`src/rtl/core/assert_macros.svh`:
```
// Assertion macros for the RTL files that carry concurrent checks (only the top level includes them).
// The including module must provide clk and arst_n.
`ifndef ASSERT_MACROS_SVH
`define ASSERT_MACROS_SVH

// Checks a property at every rising clock edge outside of reset.
`define WLLS_ASSERT(lbl, prop, msg) \
	lbl: assert property (@(posedge clk) disable iff (!arst_n) prop) else $error(msg);

// Checks that a condition never holds outside of reset.
`define WLLS_NEVER(lbl, cond, msg) \
	`WLLS_ASSERT(lbl, !(cond), msg)

`endif

```
`src/rtl/core/wlls_pkg.sv`:
```
// Types and constants for the weighted least-load worker selector.
// Used by the table, datapath, controller and top level; depends on nothing.
package wlls_pkg;

	localparam int OP_W     = 2;
	localparam int SEL_W    = 4;
	localparam int ACTIVE_W = 16;
	localparam int LOAD_W   = 7;
	localparam int RATING_W = 8;
	localparam int CAP_W    = 16;

	// Only this many workers can ever be addressed by a write or outcome request.
	localparam int MAX_ADDR = 2 ** SEL_W;

	// Weighted load is 10 * active + load, then scaled by a rating for comparison.
	localparam int WL_W  = 20;
	localparam int KEY_W = WL_W + RATING_W;

	localparam logic [3:0]          LOAD_SCALE   = 4'd10;
	localparam logic [RATING_W-1:0] RATING_FLOOR = 8'd1;

	localparam logic [OP_W-1:0] OP_WRITE   = 2'd0;
	localparam logic [OP_W-1:0] OP_SELECT  = 2'd1;
	localparam logic [OP_W-1:0] OP_OUTCOME = 2'd2;

	typedef struct packed {
		logic [OP_W-1:0]     op;
		logic [SEL_W-1:0]    worker_sel;
		logic [ACTIVE_W-1:0] active_count;
		logic [LOAD_W-1:0]   load_pct;
		logic [RATING_W-1:0] rating_val;
		logic                running;
		logic [CAP_W-1:0]    capacity;
		logic                send_ok;
	} req_t;

	typedef struct packed {
		logic                found;
		logic [SEL_W-1:0]    chosen_index;
		logic [ACTIVE_W-1:0] task_count;
	} res_t;

	typedef struct packed {
		logic [ACTIVE_W-1:0] active;
		logic [LOAD_W-1:0]   load;
		logic [RATING_W-1:0] rating;
		logic                running;
		logic [CAP_W-1:0]    capacity;
	} worker_rec_t;

	typedef struct packed {
		logic take;
		logic scan;
		logic emit;
	} dp_cmd_t;

	typedef struct packed {
		logic is_select;
		logic scan_last;
	} dp_status_t;

endpackage

```
`src/rtl/core/wlls_table.sv`:
```
// Worker record table: one write port and one combinational read port.
// Depends on wlls_pkg for the record type.
module wlls_table import wlls_pkg::*; #(
	parameter int DEPTH = 16,
	localparam int IDX_W = $clog2(DEPTH)
) (
	input  logic             clk,
	input  logic             arst_n,
	input  logic             we,
	input  logic [IDX_W-1:0] waddr,
	input  worker_rec_t      wdata,
	input  logic [IDX_W-1:0] raddr,
	output worker_rec_t      rdata
);

	worker_rec_t entries_q [DEPTH];

	always_ff @(posedge clk or negedge arst_n) begin
		if (!arst_n) begin
			for (int i = 0; i < DEPTH; i++) begin
				entries_q[i] <= '0;
			end
		end else if (we) begin
			entries_q[waddr] <= wdata;
		end
	end

	assign rdata = entries_q[raddr];

endmodule

```
`src/rtl/core/wlls_datapath.sv`:
```
// Datapath: worker table, record update, two-stage scan compare and result register.
// Depends on wlls_pkg and wlls_table; driven by commands from wlls_ctrl.
module wlls_datapath import wlls_pkg::*; #(
	parameter int NUM_WORKERS = 16
) (
	input  logic       clk,
	input  logic       arst_n,
	input  req_t       req,
	input  dp_cmd_t    cmd,
	output dp_status_t status,
	output res_t       res
);

	// Workers past the addressable range get no table entry and are never scanned.
	localparam int TBL_DEPTH = (NUM_WORKERS < MAX_ADDR) ? NUM_WORKERS : MAX_ADDR;
	localparam int IDX_W     = $clog2(TBL_DEPTH);
	localparam logic [IDX_W-1:0] LAST_IDX = IDX_W'(TBL_DEPTH - 1);

	logic             sel_ok;
	logic [IDX_W-1:0] sel_idx;
	logic [IDX_W-1:0] raddr;
	worker_rec_t      rd;
	worker_rec_t      new_rec;
	worker_rec_t      upd_rec;
	worker_rec_t      wdata;
	logic             we;
	logic             elig;
	logic [WL_W-1:0]  wl;
	logic [KEY_W-1:0] lhs;
	logic [KEY_W-1:0] rhs;
	logic             take_best;

	logic [OP_W-1:0]     op_q;
	logic [ACTIVE_W-1:0] cnt_q;
	logic [IDX_W-1:0]    ptr_q;

	logic                vld_s1;
	logic                elig_s1;
	logic [IDX_W-1:0]    idx_s1;
	logic [WL_W-1:0]     wl_s1;
	logic [RATING_W-1:0] rating_s1;
	logic [ACTIVE_W-1:0] active_s1;

	logic                have_q;
	logic [IDX_W-1:0]    best_idx_q;
	logic [WL_W-1:0]     best_wl_q;
	logic [RATING_W-1:0] best_rating_q;
	logic [ACTIVE_W-1:0] best_active_q;

	res_t res_q;

	assign sel_ok  = 32'(req.worker_sel) < TBL_DEPTH;
	assign sel_idx = req.worker_sel[IDX_W-1:0];
	assign raddr   = cmd.take ? sel_idx : ptr_q;

	wlls_table #(
		.DEPTH(TBL_DEPTH)
	) u_table (
		.clk   (clk),
		.arst_n(arst_n),
		.we    (we),
		.waddr (sel_idx),
		.wdata (wdata),
		.raddr (raddr),
		.rdata (rd)
	);

	always_comb begin
		new_rec.active   = req.active_count;
		new_rec.load     = req.load_pct;
		new_rec.rating   = req.rating_val;
		new_rec.running  = req.running;
		new_rec.capacity = req.capacity;

		upd_rec = rd;
		if (req.send_ok) begin
			if (rd.active != '1) begin
				upd_rec.active = rd.active + ACTIVE_W'(1);
			end
		end else begin
			upd_rec.rating = (rd.rating > RATING_FLOOR) ? rd.rating - RATING_W'(1)
			                                            : RATING_FLOOR;
		end
	end

	assign wdata = (req.op == OP_WRITE) ? new_rec : upd_rec;
	assign we    = cmd.take && sel_ok && (req.op == OP_WRITE || req.op == OP_OUTCOME);

	assign elig = rd.running && (rd.active <= rd.capacity) && (rd.rating > RATING_FLOOR);
	assign wl   = WL_W'(rd.active) * WL_W'(LOAD_SCALE) + WL_W'(rd.load);

	// Exact key compare: the candidate wins only on a strictly smaller scaled load.
	assign lhs       = KEY_W'(wl_s1) * KEY_W'(best_rating_q);
	assign rhs       = KEY_W'(best_wl_q) * KEY_W'(rating_s1);
	assign take_best = vld_s1 && elig_s1 && (!have_q || lhs < rhs);

	always_ff @(posedge clk) begin
		if (cmd.take) begin
			op_q <= req.op;
			if (sel_ok && req.op == OP_WRITE) begin
				cnt_q <= req.active_count;
			end else if (sel_ok && req.op == OP_OUTCOME) begin
				cnt_q <= upd_rec.active;
			end else begin
				cnt_q <= '0;
			end
		end
		if (cmd.scan) begin
			elig_s1   <= elig;
			idx_s1    <= ptr_q;
			wl_s1     <= wl;
			rating_s1 <= rd.rating;
			active_s1 <= rd.active;
		end
		if (take_best) begin
			best_idx_q    <= idx_s1;
			best_wl_q     <= wl_s1;
			best_rating_q <= rating_s1;
			best_active_q <= active_s1;
		end
		if (cmd.emit) begin
			if (op_q == OP_SELECT) begin
				res_q.found        <= have_q;
				res_q.chosen_index <= have_q ? SEL_W'(best_idx_q) : '0;
				res_q.task_count   <= have_q ? best_active_q : '0;
			end else begin
				res_q.found        <= 1'b0;
				res_q.chosen_index <= '0;
				res_q.task_count   <= cnt_q;
			end
		end
	end

	always_ff @(posedge clk or negedge arst_n) begin
		if (!arst_n) begin
			ptr_q  <= '0;
			vld_s1 <= 1'b0;
			have_q <= 1'b0;
		end else begin
			vld_s1 <= cmd.scan;
			if (cmd.take) begin
				ptr_q  <= '0;
				have_q <= 1'b0;
			end else begin
				if (cmd.scan) begin
					ptr_q <= ptr_q + IDX_W'(1);
				end
				if (take_best) begin
					have_q <= 1'b1;
				end
			end
		end
	end

	assign status.is_select = (req.op == OP_SELECT);
	assign status.scan_last = (ptr_q == LAST_IDX);
	assign res              = res_q;

endmodule

```
`src/rtl/core/wlls_ctrl.sv`:
```
// Controller state machine: request acceptance, table scan sequencing, result hand-off.
// Depends on wlls_pkg for the command and status types.
module wlls_ctrl import wlls_pkg::*; (
	input  logic       clk,
	input  logic       arst_n,
	input  logic       req_valid,
	output logic       req_ready,
	output logic       res_valid,
	input  logic       res_ready,
	input  dp_status_t status,
	output dp_cmd_t    cmd
);

	typedef enum logic [3:0] {
		ST_IDLE  = 4'b0001,
		ST_SCAN  = 4'b0010,
		ST_FLUSH = 4'b0100,
		ST_EMIT  = 4'b1000
	} state_t;

	state_t state_q;
	state_t state_d;
	logic   res_valid_q;
	logic   slot_free;

	assign slot_free = !res_valid_q || res_ready;

	always_comb begin
		state_d   = state_q;
		req_ready = 1'b0;
		cmd       = '0;
		unique case (state_q)
			ST_IDLE: begin
				req_ready = 1'b1;
				if (req_valid) begin
					cmd.take = 1'b1;
					state_d  = status.is_select ? ST_SCAN : ST_EMIT;
				end
			end
			ST_SCAN: begin
				cmd.scan = 1'b1;
				if (status.scan_last) begin
					state_d = ST_FLUSH;
				end
			end
			// The last scanned worker is compared against the best during this cycle.
			ST_FLUSH: begin
				state_d = ST_EMIT;
			end
			ST_EMIT: begin
				if (slot_free) begin
					cmd.emit = 1'b1;
					state_d  = ST_IDLE;
				end
			end
			default: begin
				state_d = ST_IDLE;
			end
		endcase
	end

	always_ff @(posedge clk or negedge arst_n) begin
		if (!arst_n) begin
			state_q     <= ST_IDLE;
			res_valid_q <= 1'b0;
		end else begin
			state_q <= state_d;
			if (cmd.emit) begin
				res_valid_q <= 1'b1;
			end else if (res_ready) begin
				res_valid_q <= 1'b0;
			end
		end
	end

	assign res_valid = res_valid_q;

endmodule

```
`src/rtl/core/weighted_least_load_selector.sv`:
```
// Weighted least-load worker selector, top level (controller plus datapath).
// Write and outcome requests pass from IDLE to EMIT; the result is registered when the slot is free.
// A select request scans one worker per cycle through SCAN, then FLUSH and EMIT; the rate is
// set by the single table read port and the one-compare-per-cycle best tracker.
// A new request is taken while the previous result still waits in the output register.
// Asynchronous active-low reset clears every worker record and the control state.
module weighted_least_load_selector import wlls_pkg::*; #(
	parameter int NUM_WORKERS = 16
) (
	input  logic clk,
	input  logic arst_n,
	input  logic req_valid,
	output logic req_ready,
	input  req_t req,
	output logic res_valid,
	input  logic res_ready,
	output res_t res
);

	`include "assert_macros.svh"

	dp_cmd_t    cmd;
	dp_status_t status;

	wlls_ctrl u_ctrl (
		.clk      (clk),
		.arst_n   (arst_n),
		.req_valid(req_valid),
		.req_ready(req_ready),
		.res_valid(res_valid),
		.res_ready(res_ready),
		.status   (status),
		.cmd      (cmd)
	);

	wlls_datapath #(
		.NUM_WORKERS(NUM_WORKERS)
	) u_dp (
		.clk   (clk),
		.arst_n(arst_n),
		.req   (req),
		.cmd   (cmd),
		.status(status),
		.res   (res)
	);

	`WLLS_NEVER(a_take_emit_excl, cmd.take && (cmd.emit || cmd.scan), "take overlaps scan or emit")
	`WLLS_ASSERT(a_scan_blocks_req, cmd.scan |-> !req_ready, "request accepted during a scan")
	`WLLS_ASSERT(a_emit_shows, cmd.emit |=> res_valid, "emitted result not presented")
	`WLLS_ASSERT(a_found_range, res_valid && res.found |-> 32'(res.chosen_index) < NUM_WORKERS,
		"chosen worker index out of range")

endmodule

```
`config.mk`:
```
export PLATFORM = sky130hd
export DESIGN_NAME = weighted_least_load_selector
export DESIGN_NICKNAME = d
export VERILOG_FILES = /design/src/rtl/core/wlls_pkg.sv /design/src/rtl/core/wlls_table.sv /design/src/rtl/core/wlls_datapath.sv /design/src/rtl/core/wlls_ctrl.sv /design/src/rtl/core/weighted_least_load_selector.sv
export VERILOG_INCLUDE_DIRS = /design/src /design/src/rtl/core
export SDC_FILE = /design/constraint.sdc
export NUM_CORES = 2
export LEC_CHECK = 0
export ABC_AREA = 1
export BUFFER_PORTS_ARGS = -buffer_cell sky130_fd_sc_hd__buf_4
export CAP_MARGIN = 20
export CORE_ASPECT_RATIO = 0.7
export CORE_MARGIN = 5
export CORE_UTILIZATION = 45
export DETAILED_ROUTE_END_ITERATION = 8
export MAX_ROUTING_LAYER = met4
export PLACE_DENSITY_LB_ADDON = 0.15
export REMOVE_ABC_BUFFERS = 1
export SETUP_SLACK_MARGIN = 0.4
export SKIP_CTS_REPAIR_TIMING = 1
export SYNTH_ARGS = -nofsm -noshare
export SYNTH_HDL_FRONTEND = slang
export SYNTH_SLANG_ARGS = --single-unit
```
`constraint.sdc`:
```
create_clock -name clk -period 12.1 [get_ports clk]
set_clock_uncertainty 0.2 [all_clocks]
set_input_delay 2.42 -clock clk [delete_from_list [all_inputs] [get_ports clk]]
set_output_delay 2.42 -clock clk [all_outputs]
set_load 0.02 [all_outputs]
```
==> metrics <==
fraction of layout cells with a size suffix above 1 0.0671; Worst Hold Class reg -> reg; gr ovfl total 0; starting density of the core 0.455; final setup fails 0; final WL between 150000 and 200000 um; Distinct cells, synth 50; Max Clk Rate 114 MHz; Ports 82; minimum clock period 8790 ps; critical register-to-register path startpoint u_dp.best_rating_q[2]$_DFFE_PP_; Syn Area/Cell 8.05 um2; Clock transition at path regs 60 ps; hold endpoint u_dp.best_active_q[12]$_DFFE_PP_; area grow syn2layout 8.72%; Synth Cell Area 54600 um2; DR iter-0 viols 5290; routed vias/inst 5.52; core area 120000 um2; cells on worst reg2reg path 27; Synth Instances 6788; Max Transition Viols Final 0; #FFs+latches synth 915; final period utilization 0.727; CP Data Arrival Time 8950 ps; CTS Root Cell clkbuf_16; Rows 106; Leak 30.5 nW; first-pass GRT wire length between 200000 and 300000 um; TNS Setup 0 ps; drc violations 0; Synth area leader dfrtp_1; CTS tree done; RSZ-0062 raised after global routing no; pwr dens 338 nW/um2; Die Y approximately 300 um; vias in the first global route 43500; measured slew at the worst slew-check pin between 1000 and 1500 ps; routed len/inst 21.8 um; layout net count 7054; status completed; Worst Hold Launch u_dp.active_s1[12]$_DFFE_PP_; antenna violations before repair 3; Hold Vio Cnt, Final 0; Design Power 20.1 mW; PortBufs a little over 80; RD Place Congestion around 0.9; CTS Buf Count 94; Max FO, Critical Path 30; Setup crit start kind flop; Die ar. 129000 um2; prevailing post-synth register cell dfrtp_1; async set or reset register ratio after synthesis 0.851; largest net degree at the start of global routing 153; max_slew headroom 0.275; Crit path required time 12260 ps; Skew-Pair Late Insertion Delay around 720 ps; Hold Path Cell Cnt 0; synth top area cells dfrtp_1, nand2_1, fa_1; most frequent cell after synthesis nand2_1; sequential fraction of the synthesis area 0.432; Worst Setup SP u_dp.best_rating_q[2]$_DFFE_PP_; register-to-register setup slack 3310 ps; H-tree levels 3; Total GRT Usage 0.289; Crit Path Class reg -> reg; VDD IR max 0.349 mV; final hold slack between 200 and 250 ps; Post-synth top cells nand2_1, dfrtp_1, inv_1; ANT nets after route 0; Yosys top cell area share 0.356; max_cap viols 0; Clock Tree Buf Depth 3; EDFF count, synth 136; vias post-DR 45800; CTS sink cnt 915; die width ~430 um; Detailed Place HPWL 110000 um; Yosys Warn Count 0; worst reg2reg endpoint u_dp.best_rating_q[1]$_DFFE_PP_; first-pass detailed-route iteration total 6; Crit. End Element flop
[layer usage]
layer  share of wire  vias to the layer above  GRT usage
met5               0                        -          -
met2            0.43                     1973      0.414
li1                -                    21200          -
met4           0.023                        0     0.0674
met1            0.46                    22400      0.430
met3           0.090                      243     0.0487
[how the worst max path moves through the flow]
| stage | to | slack, ps | cells past startpoint |
|---|---|---|---|
| 6_report | u_dp.best_rating_q[1]$_DFFE_PP_ | 3310 | 27 |
| 3_3_place_gp | u_dp.best_wl_q[5]$_DFFE_PP_ | 3480 | 27 |
| 2_1_floorplan | u_dp.wl_s1[18]$_DFFE_PP_ | 1080 | 24 |
| 4_1_cts | u_dp.best_idx_q[0]$_DFFE_PP_ | 3340 | 27 |
| 3_5_place_dp | u_dp.best_wl_q[4]$_DFFE_PP_ | 3380 | 27 |
| 5_1_grt | u_dp.best_rating_q[2]$_DFFE_PP_ | 2690 | 27 |
[cells by family (layout without fill, tap and decap cells)]
family,count (synthesis),count (layout),share of synthesized area
and+or+nand+nor,3064,3064,0.228
buffers and inverters,1216,1108,0.0910
AOI/OAI and AO/OA,1114,1114,0.116
DFF,915,915,0.432
adders and majority gates,395,395,0.120
xor gates and xnor gates,84,84,0.0135
other,0,3,0
[metrics by stage]
stage | cell area [um2] | std cells | util | setup slack (ps)
after floorplan | 52500 | 6340 | - | 1080
after global placement | 56100 | 8123 | 0.467 | 3480
after detailed placement | 56100 | 8123 | 0.467 | 3380
after CTS | 59300 | 8299 | 0.494 | 3340
after global routing | 59400 | 8302 | 0.495 | 2690
final | 59400 | 8303 | 0.495 | 3310
[cells in the final DEF, fill, tap and decap left out, types with 14 or more instances in the layout]
cell type,instances
clkbuf_1,14
o21ai_2,24
xor2_1,60
clkbuf_16,95
o221ai_1,55
nand3_1,313
nand2_1,2305
nand3b_1,72
nand2_2,23
a21oi_1,105
inv_1,741
fa_1,218
clkinv_2,18
buf_4,158
ha_1,177
dfrtp_1,778
clkbuf_8,19
o21ai_0,683
edfxtp_1,136
inv_2,22
xnor2_1,24
o22ai_1,48
nor2_1,280
o21ai_1,60
o211ai_1,89
[critical path, cell delays in order (launching register included)]
cell	delay (ps)
edfxtp_1	950
nand2_1	190
fa_1	560
fa_1	560
inv_1	50
fa_1	480
inv_1	50
fa_1	470
inv_1	50
ha_1	280
nand2_1	90
o21ai_0	80
a21oi_1	250
o21ai_0	190
a21boi_0	390
o21ai_0	220
a21boi_0	510
o21ai_0	230
xor2_1	190
ha_1	340
nand4_1	120
a31oi_1	50
a2111oi_0	280
nand2_1	170
nand2_1	80
nand4_1	130
a21oi_4	690
buf_4	540
[layout make-up]
| class | instances | area [um2] |
|---|---|---|
| clock inverter | 48 | 571 |
| tap | 1620 | 2030 |
| inverter | 768 | 2900 |
| antenna | 3 | 7.51 |
| fill | 11700 | 60700 |
| clock buffer | 128 | 2690 |
| timing repair buffer | 164 | 1310 |
| sequential | 915 | 23600 |
| multi-input combinational | 4657 | 26300 |
[state kept, by name, summed over array words and instances (netlist names), 2 cells and up]
register / count
u_dp.rating_s1: 8
u_dp.op_q: 2
u_ctrl.state_q: 4
u_dp.u_table.entries_q: 768
u_dp.res: 21
u_dp.idx_s1: 4
u_dp.ptr_q: 4
u_dp.best_active_q: 16
u_dp.cnt_q: 16
u_dp.best_rating_q: 8
u_dp.best_idx_q: 4
u_dp.wl_s1: 20
u_dp.best_wl_q: 20
u_dp.active_s1: 16
[report_power, final]
part / leakage, nW / internal, mW / total (mW) / switching (mW)
clock: 1.59 / 1.75 / 3.10 / 1.35
sequential: 11.7 / 4.31 / 4.91 / 0.597
combinational: 17.2 / 4.18 / 12.0 / 7.87
No activity file was read; power rests on OpenSTA's default activity.
